<file path="config.mk">
export PLATFORM = sky130hd
export DESIGN_NAME = cube_tile_vertex_generator
export DESIGN_NICKNAME = d
export VERILOG_FILES = /design/src/rtl/ctvg_pkg.sv /design/src/rtl/ctvg_seq.sv /design/src/rtl/ctvg_div.sv /design/src/rtl/ctvg_asm.sv /design/src/rtl/cube_tile_vertex_generator.sv
export SDC_FILE = /design/constraint.sdc
export NUM_CORES = 2
export LEC_CHECK = 0
export BUFFER_PORTS_ARGS = -buffer_cell sky130_fd_sc_hd__buf_2
export CAP_MARGIN = 15
export CORE_MARGIN = 2
export CORE_UTILIZATION = 45
export CTS_BUF_LIST = sky130_fd_sc_hd__clkbuf_8 sky130_fd_sc_hd__clkbuf_16
export CTS_CLUSTER_SIZE = 12
export DETAILED_ROUTE_END_ITERATION = 6
export PLACE_DENSITY = 0.58
export RECOVER_POWER = 50
export SLEW_MARGIN = 20
export SYNTH_ARGS = -nofsm -noshare
export SYNTH_HDL_FRONTEND = slang
export SYNTH_SLANG_ARGS = --single-unit
</file>
<file path="constraint.sdc">
create_clock -name clk -period 10 [get_ports clk]
set_input_delay 0 -clock clk [delete_from_list [all_inputs] [get_ports clk]]
set_output_delay 0 -clock clk [all_outputs]
set_load 0.02 [all_outputs]
</file>
<file path="src/rtl/ctvg_pkg.sv">
// Shared types, constants and face tables of the cube tile vertex generator.
package ctvg_pkg;

	// Field and datapath widths.
	localparam int unsigned SUBDIV_W  = 7;
	localparam int unsigned FACE_W    = 3;
	localparam int unsigned TILE_W    = 6;
	localparam int unsigned CORNER_W  = 3;
	localparam int unsigned POS_W     = 16;
	localparam int unsigned NORM_W    = 2;
	localparam int unsigned COORD_W   = 7;
	localparam int unsigned NUM_W     = 23;
	localparam int unsigned RECIP_W   = 30;
	localparam int unsigned PROD_W    = NUM_W + RECIP_W;
	localparam int unsigned QUO_W     = 16;
	localparam int unsigned SUM_W     = 18;

	// Largest subdivision count; larger writes saturate to it.
	localparam int unsigned MAX_SUBDIV = 64;

	// Codes for faces and corners.
	localparam logic [FACE_W-1:0]   FACE_MAX    = 3'd5;
	localparam logic [CORNER_W-1:0] FIRST_CORNER = 3'd0;
	localparam logic [CORNER_W-1:0] LAST_CORNER  = 3'd5;

	// Half a cube edge in Q1.15.
	localparam logic signed [SUM_W-1:0] HALF_POS = 18'sd16384;
	localparam logic signed [SUM_W-1:0] HALF_NEG = -18'sd16384;

	// Normal component codes.
	localparam logic signed [NORM_W-1:0] NRM_ZERO = 2'sb00;
	localparam logic signed [NORM_W-1:0] NRM_POS  = 2'sb01;
	localparam logic signed [NORM_W-1:0] NRM_NEG  = 2'sb11;

	// Per-corner column step, row step and UV, bit k for corner k
	// in the order BR, TR, TL, BL, BR, TL.
	localparam logic [5:0] CORNER_DA = 6'b010011;
	localparam logic [5:0] CORNER_DB = 6'b011001;
	localparam logic [5:0] CORNER_U  = 6'b010011;
	localparam logic [5:0] CORNER_V  = 6'b100110;

	// Reciprocals ceil(2^29 / n) for n = 1..64. Multiplying a numerator below
	// 2^23 by entry n-1 and dropping 30 bits gives an exact divide by 2n.
	localparam int unsigned P29 = 32'd536870912;
	localparam logic [RECIP_W-1:0] RECIP_TAB [MAX_SUBDIV] = '{
		30'((P29 + 0) / 1),   30'((P29 + 1) / 2),   30'((P29 + 2) / 3),   30'((P29 + 3) / 4),
		30'((P29 + 4) / 5),   30'((P29 + 5) / 6),   30'((P29 + 6) / 7),   30'((P29 + 7) / 8),
		30'((P29 + 8) / 9),   30'((P29 + 9) / 10),  30'((P29 + 10) / 11), 30'((P29 + 11) / 12),
		30'((P29 + 12) / 13), 30'((P29 + 13) / 14), 30'((P29 + 14) / 15), 30'((P29 + 15) / 16),
		30'((P29 + 16) / 17), 30'((P29 + 17) / 18), 30'((P29 + 18) / 19), 30'((P29 + 19) / 20),
		30'((P29 + 20) / 21), 30'((P29 + 21) / 22), 30'((P29 + 22) / 23), 30'((P29 + 23) / 24),
		30'((P29 + 24) / 25), 30'((P29 + 25) / 26), 30'((P29 + 26) / 27), 30'((P29 + 27) / 28),
		30'((P29 + 28) / 29), 30'((P29 + 29) / 30), 30'((P29 + 30) / 31), 30'((P29 + 31) / 32),
		30'((P29 + 32) / 33), 30'((P29 + 33) / 34), 30'((P29 + 34) / 35), 30'((P29 + 35) / 36),
		30'((P29 + 36) / 37), 30'((P29 + 37) / 38), 30'((P29 + 38) / 39), 30'((P29 + 39) / 40),
		30'((P29 + 40) / 41), 30'((P29 + 41) / 42), 30'((P29 + 42) / 43), 30'((P29 + 43) / 44),
		30'((P29 + 44) / 45), 30'((P29 + 45) / 46), 30'((P29 + 46) / 47), 30'((P29 + 47) / 48),
		30'((P29 + 48) / 49), 30'((P29 + 49) / 50), 30'((P29 + 50) / 51), 30'((P29 + 51) / 52),
		30'((P29 + 52) / 53), 30'((P29 + 53) / 54), 30'((P29 + 54) / 55), 30'((P29 + 55) / 56),
		30'((P29 + 56) / 57), 30'((P29 + 57) / 58), 30'((P29 + 58) / 59), 30'((P29 + 59) / 60),
		30'((P29 + 60) / 61), 30'((P29 + 61) / 62), 30'((P29 + 62) / 63), 30'((P29 + 63) / 64)
	};

	// Which interpolated offset drives an axis: none, the column term or the row term.
	typedef enum logic [1:0] {
		SRC_NONE,
		SRC_A,
		SRC_B
	} ctvg_src_t;

	// One axis of a face: sign of the top-left corner, offset source, offset sign.
	typedef struct packed {
		logic      tl_pos;
		ctvg_src_t src;
		logic      neg;
	} ctvg_axis_t;

	// Geometry of one face.
	typedef struct packed {
		ctvg_axis_t               ax_x;
		ctvg_axis_t               ax_y;
		ctvg_axis_t               ax_z;
		logic signed [NORM_W-1:0] nx;
		logic signed [NORM_W-1:0] ny;
		logic signed [NORM_W-1:0] nz;
	} ctvg_face_t;

	// Control that travels with each vertex down the pipeline.
	typedef struct packed {
		logic [FACE_W-1:0]   face;
		logic [CORNER_W-1:0] corner;
		logic                bad;
	} ctvg_vtx_ctl_t;

	function automatic ctvg_axis_t mk_axis(input logic tl_pos, input ctvg_src_t src,
		input logic neg);
		ctvg_axis_t ax;
		ax.tl_pos = tl_pos;
		ax.src    = src;
		ax.neg    = neg;
		return ax;
	endfunction

	// Face table in the order +z, +y, +x, -x, -y, -z.
	function automatic ctvg_face_t face_info(input logic [FACE_W-1:0] face);
		ctvg_face_t f;
		f = '0;
		case (face)
			3'd0: begin
				f.ax_x = mk_axis(1'b0, SRC_A, 1'b0);
				f.ax_y = mk_axis(1'b1, SRC_B, 1'b1);
				f.ax_z = mk_axis(1'b1, SRC_NONE, 1'b0);
				f.nx = NRM_ZERO; f.ny = NRM_ZERO; f.nz = NRM_POS;
			end
			3'd1: begin
				f.ax_x = mk_axis(1'b1, SRC_A, 1'b1);
				f.ax_y = mk_axis(1'b1, SRC_NONE, 1'b0);
				f.ax_z = mk_axis(1'b1, SRC_B, 1'b1);
				f.nx = NRM_ZERO; f.ny = NRM_POS; f.nz = NRM_ZERO;
			end
			3'd2: begin
				f.ax_x = mk_axis(1'b1, SRC_NONE, 1'b0);
				f.ax_y = mk_axis(1'b1, SRC_B, 1'b1);
				f.ax_z = mk_axis(1'b1, SRC_A, 1'b1);
				f.nx = NRM_POS; f.ny = NRM_ZERO; f.nz = NRM_ZERO;
			end
			3'd3: begin
				f.ax_x = mk_axis(1'b0, SRC_NONE, 1'b0);
				f.ax_y = mk_axis(1'b1, SRC_B, 1'b1);
				f.ax_z = mk_axis(1'b0, SRC_A, 1'b0);
				f.nx = NRM_NEG; f.ny = NRM_ZERO; f.nz = NRM_ZERO;
			end
			3'd4: begin
				f.ax_x = mk_axis(1'b1, SRC_A, 1'b1);
				f.ax_y = mk_axis(1'b0, SRC_NONE, 1'b0);
				f.ax_z = mk_axis(1'b0, SRC_B, 1'b0);
				f.nx = NRM_ZERO; f.ny = NRM_NEG; f.nz = NRM_ZERO;
			end
			3'd5: begin
				f.ax_x = mk_axis(1'b1, SRC_A, 1'b1);
				f.ax_y = mk_axis(1'b1, SRC_B, 1'b1);
				f.ax_z = mk_axis(1'b0, SRC_NONE, 1'b0);
				f.nx = NRM_ZERO; f.ny = NRM_ZERO; f.nz = NRM_NEG;
			end
			default: begin
				f = '0;
			end
		endcase
		return f;
	endfunction

endpackage

</file>
<file path="src/rtl/ctvg_seq.sv">
// Request register and corner sequencer: turns one tile request into six vertex slots.
module ctvg_seq (
	input  logic                                   clk,
	input  logic                                   arst_n,
	input  logic [ctvg_pkg::SUBDIV_W-1:0]          subdiv,
	input  logic                                   in_valid,
	output logic                                   in_ready,
	input  logic [ctvg_pkg::FACE_W-1:0]            face_index,
	input  logic [ctvg_pkg::TILE_W-1:0]            tile_column,
	input  logic [ctvg_pkg::TILE_W-1:0]            tile_row,
	output logic                                   vtx_valid,
	input  logic                                   vtx_ready,
	output ctvg_pkg::ctvg_vtx_ctl_t                vtx_ctl,
	output logic [ctvg_pkg::COORD_W-1:0]           coord_a,
	output logic [ctvg_pkg::COORD_W-1:0]           coord_b
);

	logic                            req_valid_q;
	logic [ctvg_pkg::FACE_W-1:0]     face_q;
	logic [ctvg_pkg::TILE_W-1:0]     col_q;
	logic [ctvg_pkg::TILE_W-1:0]     row_q;
	logic                            bad_q;
	logic [ctvg_pkg::CORNER_W-1:0]   corner_q;
	logic                            advance;
	logic                            at_last;
	logic                            in_xfer;
	logic                            req_bad;

	// A vertex slot moves on whenever the first pipeline stage can take it.
	assign advance  = req_valid_q && vtx_ready;
	assign at_last  = (corner_q == ctvg_pkg::LAST_CORNER);
	assign in_ready = !req_valid_q || (at_last && vtx_ready);
	assign in_xfer  = in_valid && in_ready;

	// The request is flagged when its face does not exist or it lies outside the grid.
	assign req_bad = (face_index > ctvg_pkg::FACE_MAX)
		|| ({1'b0, tile_column} >= subdiv)
		|| ({1'b0, tile_row} >= subdiv);

	// Valid flag and corner counter.
	always_ff @(posedge clk or negedge arst_n) begin
		if (!arst_n) begin
			req_valid_q <= 1'b0;
			corner_q    <= ctvg_pkg::FIRST_CORNER;
		end else if (in_xfer) begin
			req_valid_q <= 1'b1;
			corner_q    <= ctvg_pkg::FIRST_CORNER;
		end else if (advance) begin
			if (at_last) begin
				req_valid_q <= 1'b0;
			end
			corner_q <= at_last ? ctvg_pkg::FIRST_CORNER : corner_q + 3'd1;
		end
	end

	// Request payload, held for all six corners.
	always_ff @(posedge clk) begin
		if (in_xfer) begin
			face_q <= face_index;
			col_q  <= tile_column;
			row_q  <= tile_row;
			bad_q  <= req_bad;
		end
	end

	// Corner column and row for the current slot.
	always_comb begin
		coord_a = {1'b0, col_q} + {6'd0, ctvg_pkg::CORNER_DA[corner_q]};
		coord_b = {1'b0, row_q} + {6'd0, ctvg_pkg::CORNER_DB[corner_q]};
		vtx_ctl.face   = face_q;
		vtx_ctl.corner = corner_q;
		vtx_ctl.bad    = bad_q;
	end

	assign vtx_valid = req_valid_q;

endmodule

</file>
<file path="src/rtl/ctvg_div.sv">
// Two pipeline stages that divide the corner column and row offsets by the grid size.
module ctvg_div (
	input  logic                                   clk,
	input  logic                                   arst_n,
	input  logic [ctvg_pkg::SUBDIV_W-1:0]          subdiv,
	input  logic [ctvg_pkg::RECIP_W-1:0]           recip,
	input  logic                                   vtx_valid,
	output logic                                   vtx_ready,
	input  ctvg_pkg::ctvg_vtx_ctl_t                vtx_ctl,
	input  logic [ctvg_pkg::COORD_W-1:0]           coord_a,
	input  logic [ctvg_pkg::COORD_W-1:0]           coord_b,
	output logic                                   q_valid,
	input  logic                                   q_ready,
	output ctvg_pkg::ctvg_vtx_ctl_t                q_ctl,
	output logic [ctvg_pkg::QUO_W-1:0]             quo_a,
	output logic [ctvg_pkg::QUO_W-1:0]             quo_b
);

	logic                              v_s1;
	ctvg_pkg::ctvg_vtx_ctl_t           ctl_s1;
	logic [ctvg_pkg::NUM_W-1:0]        num_a_s1;
	logic [ctvg_pkg::NUM_W-1:0]        num_b_s1;
	logic                              v_s2;
	ctvg_pkg::ctvg_vtx_ctl_t           ctl_s2;
	logic [ctvg_pkg::QUO_W-1:0]        quo_a_s2;
	logic [ctvg_pkg::QUO_W-1:0]        quo_b_s2;
	logic                              rdy_s1;
	logic                              rdy_s2;
	logic [ctvg_pkg::NUM_W-1:0]        num_a;
	logic [ctvg_pkg::NUM_W-1:0]        num_b;
	logic [ctvg_pkg::PROD_W-1:0]       prod_a;
	logic [ctvg_pkg::PROD_W-1:0]       prod_b;

	// A stage loads when it is empty or its contents move on.
	assign rdy_s2    = !v_s2 || q_ready;
	assign rdy_s1    = !v_s1 || rdy_s2;
	assign vtx_ready = rdy_s1;

	// Rounded numerator t * 65536 + n, so that floor(num / 2n) rounds t * 32768 / n.
	assign num_a = {coord_a, 16'd0} + {16'd0, subdiv};
	assign num_b = {coord_b, 16'd0} + {16'd0, subdiv};

	// Exact division by 2n through the reciprocal, top bits kept.
	assign prod_a = {{ctvg_pkg::RECIP_W{1'b0}}, num_a_s1} * {{ctvg_pkg::NUM_W{1'b0}}, recip};
	assign prod_b = {{ctvg_pkg::RECIP_W{1'b0}}, num_b_s1} * {{ctvg_pkg::NUM_W{1'b0}}, recip};

	// Stage valid bits.
	always_ff @(posedge clk or negedge arst_n) begin
		if (!arst_n) begin
			v_s1 <= 1'b0;
			v_s2 <= 1'b0;
		end else begin
			if (rdy_s1) begin
				v_s1 <= vtx_valid;
			end
			if (rdy_s2) begin
				v_s2 <= v_s1;
			end
		end
	end

	// Stage payloads.
	always_ff @(posedge clk) begin
		if (rdy_s1 && vtx_valid) begin
			ctl_s1   <= vtx_ctl;
			num_a_s1 <= num_a;
			num_b_s1 <= num_b;
		end
		if (rdy_s2 && v_s1) begin
			ctl_s2   <= ctl_s1;
			quo_a_s2 <= prod_a[ctvg_pkg::RECIP_W +: ctvg_pkg::QUO_W];
			quo_b_s2 <= prod_b[ctvg_pkg::RECIP_W +: ctvg_pkg::QUO_W];
		end
	end

	assign q_valid = v_s2;
	assign q_ctl   = ctl_s2;
	assign quo_a   = quo_a_s2;
	assign quo_b   = quo_b_s2;

endmodule

</file>
<file path="src/rtl/ctvg_asm.sv">
// Final stage: forms position, normal and UV of a vertex into the output register.
module ctvg_asm (
	input  logic                                   clk,
	input  logic                                   arst_n,
	input  logic                                   q_valid,
	output logic                                   q_ready,
	input  ctvg_pkg::ctvg_vtx_ctl_t                q_ctl,
	input  logic [ctvg_pkg::QUO_W-1:0]             quo_a,
	input  logic [ctvg_pkg::QUO_W-1:0]             quo_b,
	output logic                                   out_valid,
	input  logic                                   out_ready,
	output logic signed [ctvg_pkg::POS_W-1:0]      pos_x,
	output logic signed [ctvg_pkg::POS_W-1:0]      pos_y,
	output logic signed [ctvg_pkg::POS_W-1:0]      pos_z,
	output logic signed [ctvg_pkg::NORM_W-1:0]     norm_x,
	output logic signed [ctvg_pkg::NORM_W-1:0]     norm_y,
	output logic signed [ctvg_pkg::NORM_W-1:0]     norm_z,
	output logic                                   tex_u,
	output logic                                   tex_v,
	output logic                                   bad_index,
	output logic                                   last
);

	logic                                 v_s3;
	logic signed [ctvg_pkg::POS_W-1:0]    pos_x_s3;
	logic signed [ctvg_pkg::POS_W-1:0]    pos_y_s3;
	logic signed [ctvg_pkg::POS_W-1:0]    pos_z_s3;
	logic signed [ctvg_pkg::NORM_W-1:0]   norm_x_s3;
	logic signed [ctvg_pkg::NORM_W-1:0]   norm_y_s3;
	logic signed [ctvg_pkg::NORM_W-1:0]   norm_z_s3;
	logic                                 tex_u_s3;
	logic                                 tex_v_s3;
	logic                                 bad_s3;
	logic                                 last_s3;
	logic                                 rdy_s3;
	ctvg_pkg::ctvg_face_t                 fi;
	logic signed [ctvg_pkg::POS_W-1:0]    px;
	logic signed [ctvg_pkg::POS_W-1:0]    py;
	logic signed [ctvg_pkg::POS_W-1:0]    pz;

	// Corner position on one axis: top-left corner plus or minus the selected offset.
	function automatic logic signed [ctvg_pkg::POS_W-1:0] axis_pos(
		input ctvg_pkg::ctvg_axis_t ax,
		input logic [ctvg_pkg::QUO_W-1:0] qa,
		input logic [ctvg_pkg::QUO_W-1:0] qb);
		logic signed [ctvg_pkg::SUM_W-1:0] base;
		logic signed [ctvg_pkg::SUM_W-1:0] term;
		logic signed [ctvg_pkg::SUM_W-1:0] sum;
		base = ax.tl_pos ? ctvg_pkg::HALF_POS : ctvg_pkg::HALF_NEG;
		case (ax.src)
			ctvg_pkg::SRC_A: term = $signed({2'b00, qa});
			ctvg_pkg::SRC_B: term = $signed({2'b00, qb});
			default:         term = '0;
		endcase
		sum = ax.neg ? (base - term) : (base + term);
		return sum[ctvg_pkg::POS_W-1:0];
	endfunction

	assign rdy_s3  = !v_s3 || out_ready;
	assign q_ready = rdy_s3;

	// Face geometry and per-axis positions.
	always_comb begin
		fi = ctvg_pkg::face_info(q_ctl.face);
		px = axis_pos(fi.ax_x, quo_a, quo_b);
		py = axis_pos(fi.ax_y, quo_a, quo_b);
		pz = axis_pos(fi.ax_z, quo_a, quo_b);
	end

	// Output valid bit.
	always_ff @(posedge clk or negedge arst_n) begin
		if (!arst_n) begin
			v_s3 <= 1'b0;
		end else if (rdy_s3) begin
			v_s3 <= q_valid;
		end
	end

	// Output payload; a flagged request carries zero geometry.
	always_ff @(posedge clk) begin
		if (rdy_s3 && q_valid) begin
			pos_x_s3  <= q_ctl.bad ? '0 : px;
			pos_y_s3  <= q_ctl.bad ? '0 : py;
			pos_z_s3  <= q_ctl.bad ? '0 : pz;
			norm_x_s3 <= q_ctl.bad ? ctvg_pkg::NRM_ZERO : fi.nx;
			norm_y_s3 <= q_ctl.bad ? ctvg_pkg::NRM_ZERO : fi.ny;
			norm_z_s3 <= q_ctl.bad ? ctvg_pkg::NRM_ZERO : fi.nz;
			tex_u_s3  <= !q_ctl.bad && ctvg_pkg::CORNER_U[q_ctl.corner];
			tex_v_s3  <= !q_ctl.bad && ctvg_pkg::CORNER_V[q_ctl.corner];
			bad_s3    <= q_ctl.bad;
			last_s3   <= (q_ctl.corner == ctvg_pkg::LAST_CORNER);
		end
	end

	assign out_valid = v_s3;
	assign pos_x     = pos_x_s3;
	assign pos_y     = pos_y_s3;
	assign pos_z     = pos_z_s3;
	assign norm_x    = norm_x_s3;
	assign norm_y    = norm_y_s3;
	assign norm_z    = norm_z_s3;
	assign tex_u     = tex_u_s3;
	assign tex_v     = tex_v_s3;
	assign bad_index = bad_s3;
	assign last      = last_s3;

endmodule

</file>
<file path="src/rtl/cube_tile_vertex_generator.sv">
// Top level of the cube tile vertex generator: config register and vertex pipeline.
//
//   channel   signals                                   direction
//   config    subdivisions_we, subdivisions             in, write only
//   request   in_valid/in_ready, face_index, tile_*     in
//   vertex    out_valid/out_ready, pos_*, norm_*, ...   out
//
// Each request yields six vertices, one per cycle from the corner sequencer unless
// stalled; a new request is taken as the last corner leaves, so the sequencer sets
// the rate. Each vertex passes the request, divider and output registers.
// Reset clears all valid bits and sets the grid size to one.
// A low out_ready freezes every stage in place; bubbles still close up behind it.
module cube_tile_vertex_generator (
	input  logic                                   clk,
	input  logic                                   arst_n,
	input  logic                                   subdivisions_we,
	input  logic [ctvg_pkg::SUBDIV_W-1:0]          subdivisions,
	input  logic                                   in_valid,
	output logic                                   in_ready,
	input  logic [ctvg_pkg::FACE_W-1:0]            face_index,
	input  logic [ctvg_pkg::TILE_W-1:0]            tile_column,
	input  logic [ctvg_pkg::TILE_W-1:0]            tile_row,
	output logic                                   out_valid,
	input  logic                                   out_ready,
	output logic signed [ctvg_pkg::POS_W-1:0]      pos_x,
	output logic signed [ctvg_pkg::POS_W-1:0]      pos_y,
	output logic signed [ctvg_pkg::POS_W-1:0]      pos_z,
	output logic signed [ctvg_pkg::NORM_W-1:0]     norm_x,
	output logic signed [ctvg_pkg::NORM_W-1:0]     norm_y,
	output logic signed [ctvg_pkg::NORM_W-1:0]     norm_z,
	output logic                                   tex_u,
	output logic                                   tex_v,
	output logic                                   bad_index,
	output logic                                   last
);

	logic [ctvg_pkg::SUBDIV_W-1:0]   subdiv_q;
	logic [ctvg_pkg::RECIP_W-1:0]    recip_q;
	logic [ctvg_pkg::SUBDIV_W-1:0]   subdiv_sat;
	logic [ctvg_pkg::SUBDIV_W-1:0]   subdiv_m1;
	logic                            vtx_valid;
	logic                            vtx_ready;
	ctvg_pkg::ctvg_vtx_ctl_t         vtx_ctl;
	logic [ctvg_pkg::COORD_W-1:0]    coord_a;
	logic [ctvg_pkg::COORD_W-1:0]    coord_b;
	logic                            q_valid;
	logic                            q_ready;
	ctvg_pkg::ctvg_vtx_ctl_t         q_ctl;
	logic [ctvg_pkg::QUO_W-1:0]      quo_a;
	logic [ctvg_pkg::QUO_W-1:0]      quo_b;

	// Saturate the written grid size and look up its reciprocal once per write.
	assign subdiv_sat = (subdivisions > ctvg_pkg::SUBDIV_W'(ctvg_pkg::MAX_SUBDIV))
		? ctvg_pkg::SUBDIV_W'(ctvg_pkg::MAX_SUBDIV) : subdivisions;
	assign subdiv_m1  = subdiv_sat - 7'd1;

	always_ff @(posedge clk or negedge arst_n) begin
		if (!arst_n) begin
			subdiv_q <= 7'd1;
			recip_q  <= ctvg_pkg::RECIP_TAB[0];
		end else if (subdivisions_we) begin
			subdiv_q <= subdiv_sat;
			recip_q  <= ctvg_pkg::RECIP_TAB[subdiv_m1[5:0]];
		end
	end

	ctvg_seq u_seq (
		.clk         (clk),
		.arst_n      (arst_n),
		.subdiv      (subdiv_q),
		.in_valid    (in_valid),
		.in_ready    (in_ready),
		.face_index  (face_index),
		.tile_column (tile_column),
		.tile_row    (tile_row),
		.vtx_valid   (vtx_valid),
		.vtx_ready   (vtx_ready),
		.vtx_ctl     (vtx_ctl),
		.coord_a     (coord_a),
		.coord_b     (coord_b)
	);

	ctvg_div u_div (
		.clk       (clk),
		.arst_n    (arst_n),
		.subdiv    (subdiv_q),
		.recip     (recip_q),
		.vtx_valid (vtx_valid),
		.vtx_ready (vtx_ready),
		.vtx_ctl   (vtx_ctl),
		.coord_a   (coord_a),
		.coord_b   (coord_b),
		.q_valid   (q_valid),
		.q_ready   (q_ready),
		.q_ctl     (q_ctl),
		.quo_a     (quo_a),
		.quo_b     (quo_b)
	);

	ctvg_asm u_asm (
		.clk       (clk),
		.arst_n    (arst_n),
		.q_valid   (q_valid),
		.q_ready   (q_ready),
		.q_ctl     (q_ctl),
		.quo_a     (quo_a),
		.quo_b     (quo_b),
		.out_valid (out_valid),
		.out_ready (out_ready),
		.pos_x     (pos_x),
		.pos_y     (pos_y),
		.pos_z     (pos_z),
		.norm_x    (norm_x),
		.norm_y    (norm_y),
		.norm_z    (norm_z),
		.tex_u     (tex_u),
		.tex_v     (tex_v),
		.bad_index (bad_index),
		.last      (last)
	);

endmodule

</file>
* Word level (Yosys, flattened, before mapping)
Memories as Yosys holds them, arrays and structs flattened. A register that Yosys moved wholly into a read port is not among the register bits.
Cells that the tools add are included.
** Operators by class
- $add $sub $neg :: 12
- $mul :: 2
- $lt $le $gt $ge :: 6
- Equal/unequal tests :: 13
- Muxes and demuxes :: 23
- Bitwise operators :: 1
- Reductions and logical operators :: 23
** Operators with widths (count)
- one-hot mux 18 bit (6 select lines) :: 1
- 2-to-1 mux 16 bit :: 6
- one-hot mux 16 bit (2 select lines) :: 3
- multiplier 23 x 30 -> 46 bit :: 2
- adder 16 bit :: 3
- subtractor 16 bit :: 3
- adder 23 x 7 -> 23 bit :: 2
- 2-to-1 mux 3 bit :: 5
- adder 6 x 1 -> 7 bit :: 2
- >= comparator 6 x 7 -> 1 bit :: 2
- equality test 3 bit, second input constant :: 4
- < comparator 3 x 4 -> 1 bit, second input constant :: 2
- greater-than comparator 7 bit, second input constant :: 1
- logical AND 1 bit :: 7
- 2-to-1 mux 1 bit :: 7
- 2-to-1 mux 7 bit :: 1
- inverter 6 -> 7 bit :: 1
- equality test 2 x 1 -> 1 bit, second input constant :: 3
- equality test 2 bit, second input constant :: 3
- equality test 3 x 2 -> 1 bit, second input constant :: 2
- logical NOT 1 bit :: 6
- logical OR 1 bit :: 6
- subtractor 6 x 1 -> 6 bit, second input constant :: 1
- nonzero test 2 bit :: 2
- 5 further kinds :: 5
** Word-level totals
- Register bits after elaboration :: 180
- ROM bits :: 1952
- Input bits :: 27
- Output and inout port bits :: 60
- Logic and storage cells :: 115
- Memories :: 5
** Memories
- (no name shown) :: words 64, bits a word 30, read ports 1, clocked after Yosys merged registers in 1, write ports 0, RTL line cube_tile_vertex_generator.sv:63 : recip_q <= ctvg_pkg::RECIP_TAB[subdiv_m1[5:0]];
- (no name shown) :: words 8, bits a word 1, read ports 1, clocked after Yosys merged registers in 1, write ports 0, RTL line ctvg_asm.sv:89 : tex_v_s3 <= !q_ctl.bad && ctvg_pkg::CORNER_V[q_ctl.corner];
- (no name shown) :: words 8, bits a word 1, read ports 1, clocked after Yosys merged registers in 1, write ports 0, RTL line ctvg_asm.sv:88 : tex_u_s3 <= !q_ctl.bad && ctvg_pkg::CORNER_U[q_ctl.corner];
- (no name shown) :: words 8, bits a word 1, read ports 1, clocked after Yosys merged registers in 0, write ports 0, RTL line ctvg_seq.sv:68 : coord_a = {1'b0, col_q} + {6'd0, ctvg_pkg::CORNER_DA[corner_q]};
- (no name shown) :: words 8, bits a word 1, read ports 1, clocked after Yosys merged registers in 0, write ports 0, RTL line ctvg_seq.sv:69 : coord_b = {1'b0, row_q} + {6'd0, ctvg_pkg::CORNER_DB[corner_q]};

* Longest topological paths before layout
- Depth in word-level cells :: 9
- Gate-level depth with buffers :: 26
- Gate-level depth less buffers :: 24

* Hierarchy
From an unflattened synthesis, not the netlist that was laid out.
** Second synthesis, totals
- Cells, all modules :: 3575
- Area, all modules :: 33558.4 um^2
** By module, submodules not included
- ctvg_div :: instances 1, cells an instance 2428, area each 23500.0 um^2, sequential area each 2062.0 um^2
- ctvg_asm :: instances 1, cells an instance 480, area each 4605.7 um^2, sequential area each 1766.7 um^2
- cube_tile_vertex_generator :: instances 1, cells an instance 559, area each 4222.8 um^2, sequential area each 928.4 um^2
- ctvg_seq :: instances 1, cells an instance 108, area each 1229.9 um^2, sequential area each 580.6 um^2

* Worst setup path after synthesis
Ideal clock, no wire load.
- Kind :: flip-flop to flip-flop
- Start :: register u_div.num_a_s1[17] (netlist name)
- End :: register u_div.quo_a_s2, in the netlist u_div.quo_a[9], data pin
- Setup time :: 0.195 ns
- Arrival :: 6.616 ns
- Required time :: 9.805 ns
- Slack :: 3.189 ns
- Cell stages (with the launch flop) :: 27
- Buffers on the path :: 2
- Period minus slack after synthesis :: 6.811 ns
- Cells stage by stage :: edfxtp_1 -> clkbuf_1 -> clkbuf_1 -> and2_1 -> fa_1 -> inv_1 -> fa_1 -> inv_1 -> fa_1 -> fa_1 -> inv_1 -> fa_1 -> inv_1 -> fa_1 -> inv_1 -> fa_1 -> inv_1 -> ha_1 -> a221oi_1 -> o21ai_0 -> nor3_1 -> nand4_1 -> nand3_1 -> nand2b_1 -> and3_1 -> or4b_2 -> o311ai_0
** On the way
- Longest elaborated chain between the ends :: 1
** RTL lines
- from (decl) :: RTL line ctvg_div.sv:21 : logic [ctvg_pkg::NUM_W-1:0] num_a_s1;
- from (signal assigned) :: RTL line ctvg_div.sv:66 : num_a_s1 <= num_a;
- multiplier 23 x 30 -> 46 bit :: RTL line ctvg_div.sv:44 : assign prod_a = {{ctvg_pkg::RECIP_W{1'b0}}, num_a_s1} * {{ctvg_pkg::NUM_W{1'b0}}, recip};
- via u_div.prod_a (one bit) :: RTL line ctvg_div.sv:31 : logic [ctvg_pkg::PROD_W-1:0] prod_a;
- to (signal assigned) :: RTL line ctvg_div.sv:71 : quo_a_s2 <= prod_a[ctvg_pkg::RECIP_W +: ctvg_pkg::QUO_W];
- to (decl) :: RTL line ctvg_div.sv:25 : logic [ctvg_pkg::QUO_W-1:0] quo_a_s2;
The timed path passes the listed nets, and every way through them passes these cells.
A chain may end at the register's enable or synchronous reset.

* Final worst setup path
- Start :: register u_div.num_a_s1[19] (netlist name)
- End :: register u_div.quo_a_s2, in the netlist u_div.quo_a[9], data pin
The elaborated chain is that of the path after synthesis.

==> metrics.csv <==
stage,metric,value,unit
run_status,outcome,"complete, but fails checks",
run_status,failing checks,"capacitance limit, slew limit",
finish,fill count,6749,
routing,DRT iter0 DRCs,1808,
logic_synthesis,post-synth top area cell,fa_1,
sta,minimum clock period,7733,ps
logic_synthesis,sequential area share after synthesis,16.78,%
floorplan,IO Pins,87,
logic_synthesis,Synth Net Count,4301,
finish,Layout area overhead,6.077,%
worst_setup_path,worst r2r path cells,22,
routing,DRC violations left,0,
clock_tree,clk slew on worst S/H paths,70,ps
clock_tree,clk root buf,clkbuf_16,
grt,initial antenna violation count,0,
worst_setup_path,startpoint types,flip-flop,
clock_tree,post-CTS sizing,0,
sta,count of final setup violators,0,
logic_synthesis,Gate Count Post-Synth,3439,
floorplan,Chip Width,270.9,um
finish,"commonest non-fill, non-tap cells in the layout","537 x inv_1, 477 x fa_1, 389 x and2_1, 358 x ha_1, 331 x nand2_1",
logic_synthesis,top post-synthesis cells by area,"fa_1 30%, ha_1 14%, edfxtp_1 13%",
finish,"commonest non-fill, non-tap cell in the layout",inv_1,
routing,DR vias/cell,5.362,
finish,Final #Nets,4287,
logic_synthesis,"Top FF cell, synth",edfxtp_1,
clock_tree,Skew-Pair Late Insertion Delay,480,ps
placement,placer congestion estimate,0.9269,
floorplan,row count,97,
logic_synthesis,fraction of registers with async set/reset,23.53,%
floorplan,die area,73390,sq um
hold_path,Hold WC Path Type,input pin to flip-flop,
sta,RSZ-0062 raised after global routing,false,
logic_synthesis,"EDFF count, synth",141,
routing,post-route ant nets,0,
sta,Fmax,129.3,MHz
routing,First-pass DRT Iterations,6,
logic_synthesis,"Cell Area, Synth",32060,sq um
placement,dpl hpwl,67200,um
sta,max_slew headroom,-98.93,%
clock_tree,total CTS buffers,17,
clock_tree,# H-tree levels,4,
grt,Global Route Usage Sum,23.98,%
clock_tree,CTS Sinks,187,
sta,period utilization,77.33,%
hold_path,Worst Hold Depth,4,
routing,routed len/inst,19.63,um
routing,DR vias,23470,
sta,post-route setup TNS,0,ps
hold_path,Hold Path Origin,subdivisions[3],
logic_synthesis,synthesized area per cell,9.321,sq um
floorplan,Initial Util,45.62,%
worst_setup_path,worst reg2reg endpoint,u_div.quo_a[9]$_DFFE_PP_,
grt,first-pass GRT wire length,137300,um
grt,total grt overflow,0,
clock_tree,Max clock buf depth,2,
sta,Fin. Hold Viols,0,
clock_tree,CTS Hold Bufs,21,
sta,Worst Tran Pin Value,2984,ps
hold_path,hold path endpoint,subdiv_q[3]$_DFFE_PN0P_,
logic_synthesis,YS warnings,0,
worst_setup_path,WP data required,10290,ps
floorplan,core box area,70270,sq um
clock_tree,CTS tree,built,
worst_setup_path,crit path DAT,8020,ps
grt,vias in the first global route,24150,
worst_setup_path,R2R setup slack,2270,ps
sta,clk_skew,13.52,ps
grt,largest net degree at the start of global routing,66,
sta,Slew Limit Fails,155,
logic_synthesis,#FFs+latches synth,187,
floorplan,Chip Height,270.9,um
worst_setup_path,FF-to-FF Start,u_div.num_a_s1[19]$_DFFE_PP_,
worst_setup_path,CP Class,flip-flop to flip-flop,
logic_synthesis,share of Yosys cell area claimed by the top area cell type,29.79,%
placement,port bufs,86,
job,number of max-cap violations,3,
routing,Post-Route WL,85920,um
worst_setup_path,worst-path fanout max,27,
finish,layout cells sized above 1,3.578,%
worst_setup_path,kind of end point of the critical path,flip-flop,
clock_tree,post-CTS setup buffers,0,
logic_synthesis,Unique masters post-synth,82,
finish,ANT cells,0,
-- per-stage QoR --
stage / setup WS, ps / cells / util (%) / hold slack, ps / area, sq um
6_report: 2267 / 4378 / 48.39 / 36.21 / 34000
5_1_grt: 1857 / 4378 / 48.39 / 74.40 / 34000
4_1_cts: 2241 / 4377 / 48.50 / 3.431 / 34080
3_5_place_dp: 2253 / 4324 / 47.40 / 163.9 / 33310
3_3_place_gp: 2318 / 4324 / 47.40 / 167.6 / 33310
2_1_floorplan: 3189 / 3439 / - / -295.6 / 32060
-- flip-flops by register name (all words and copies together) (netlist names), 2 cells and up, named ones only --
| signal | cells |
|---|---|
| u_div.q_ctl | 7 |
| u_asm.pos_x | 16 |
| u_seq.row_q | 6 |
| u_seq.col_q | 6 |
| u_asm.norm_y | 2 |
| u_seq.face_q | 3 |
| u_seq.corner_q | 3 |
| u_div.num_a_s1 | 7 |
| u_div.quo_b | 16 |
| u_div.ctl_s1 | 7 |
| u_div.quo_a | 16 |
| u_div.num_b_s1 | 14 |
| subdiv_q | 7 |
| recip_q | 30 |
| u_asm.norm_z | 2 |
| u_asm.pos_z | 16 |
| u_asm.norm_x | 2 |
| u_asm.pos_y | 16 |
-- worst max-delay path, cell delays in order, from the launching register on --
cell	delay [ps]
edfxtp_1	1020
and2_1	250
fa_1	450
fa_1	580
fa_1	430
fa_1	490
inv_1	50
fa_1	500
inv_1	60
fa_1	510
inv_1	60
fa_1	510
inv_1	50
ha_1	320
a221oi_1	260
o21ai_0	110
nor3_1	210
nand4_1	350
nand3_1	210
nand2b_1	140
and3_1	220
or4b_2	620
o311ai_0	120
-- kinds of logic (layout without fill, tap and decap cells) --
family | Yosys count | in the layout | synth area share, %
adders and majority gates | 836 | 836 | 43.79
xor gates and xnor gates | 124 | 124 | 3.470
AOI/OAI and AO/OA | 473 | 473 | 9.622
muxes | 19 | 19 | 0.6362
and+or+nand+nor | 1074 | 1074 | 17.12
buffers and inverters | 726 | 725 | 8.579
DFF | 187 | 187 | 16.78
-- synthesized netlist by cell type, types with 41 or more instances --
library cell and number:
clkbuf_1 176, a21o_1 41, nor2_1 152, o21ai_0 118, a21oi_1 132, nand2_1 331
fa_1 477, and2_1 389, nand3_1 44, edfxtp_1 141, dfrtp_1 42, inv_1 534
xnor2_1 85, ha_1 358
-- routing by layer --
layer	global-route usage [%]	part of all wire, %
met2	38.50	45
met4	6.514	2.6
met3	3.488	5.5
met5	0	0
met1	33.84	47
-- worst max-delay path by stage --
| stage | from | to | slack (ps) | cells past startpoint |
|---|---|---|---|---|
| CTS | u_div.num_a_s1[18]$_DFFE_PP_ | u_div.quo_a[9]$_DFFE_PP_ | 2240 | 22 |
| global route | u_div.num_a_s1[17]$_DFFE_PP_ | u_div.quo_a[9]$_DFFE_PP_ | 1860 | 24 |
| floorplan | u_div.num_a_s1[17]$_DFFE_PP_ | u_div.quo_a[9]$_DFFE_PP_ | 3190 | 26 |
| detailed placement | u_div.num_a_s1[17]$_DFFE_PP_ | u_div.quo_a[9]$_DFFE_PP_ | 2250 | 24 |
| finish | u_div.num_a_s1[19]$_DFFE_PP_ | u_div.quo_a[9]$_DFFE_PP_ | 2270 | 22 |
| global placement | u_div.num_a_s1[17]$_DFFE_PP_ | u_div.quo_a[9]$_DFFE_PP_ | 2320 | 24 |
-- area by class of cell --
type | instances | area, sq um | share of cell area (%)
multi-input cells | 2526 | 23950 | 70.42
clock buffers | 18 | 439.2 | 1.292
clock inverters | 14 | 121.4 | 0.3569
inverters | 536 | 2012 | 5.917
repair buffers | 157 | 930.9 | 2.738
flip-flops and latches | 187 | 5378 | 15.81
well taps | 940 | 1176 | 3.459
Power is left out: the tool's default activity adds up to more than one toggle a clock period on the data nets, which glitch-free logic cannot reach.
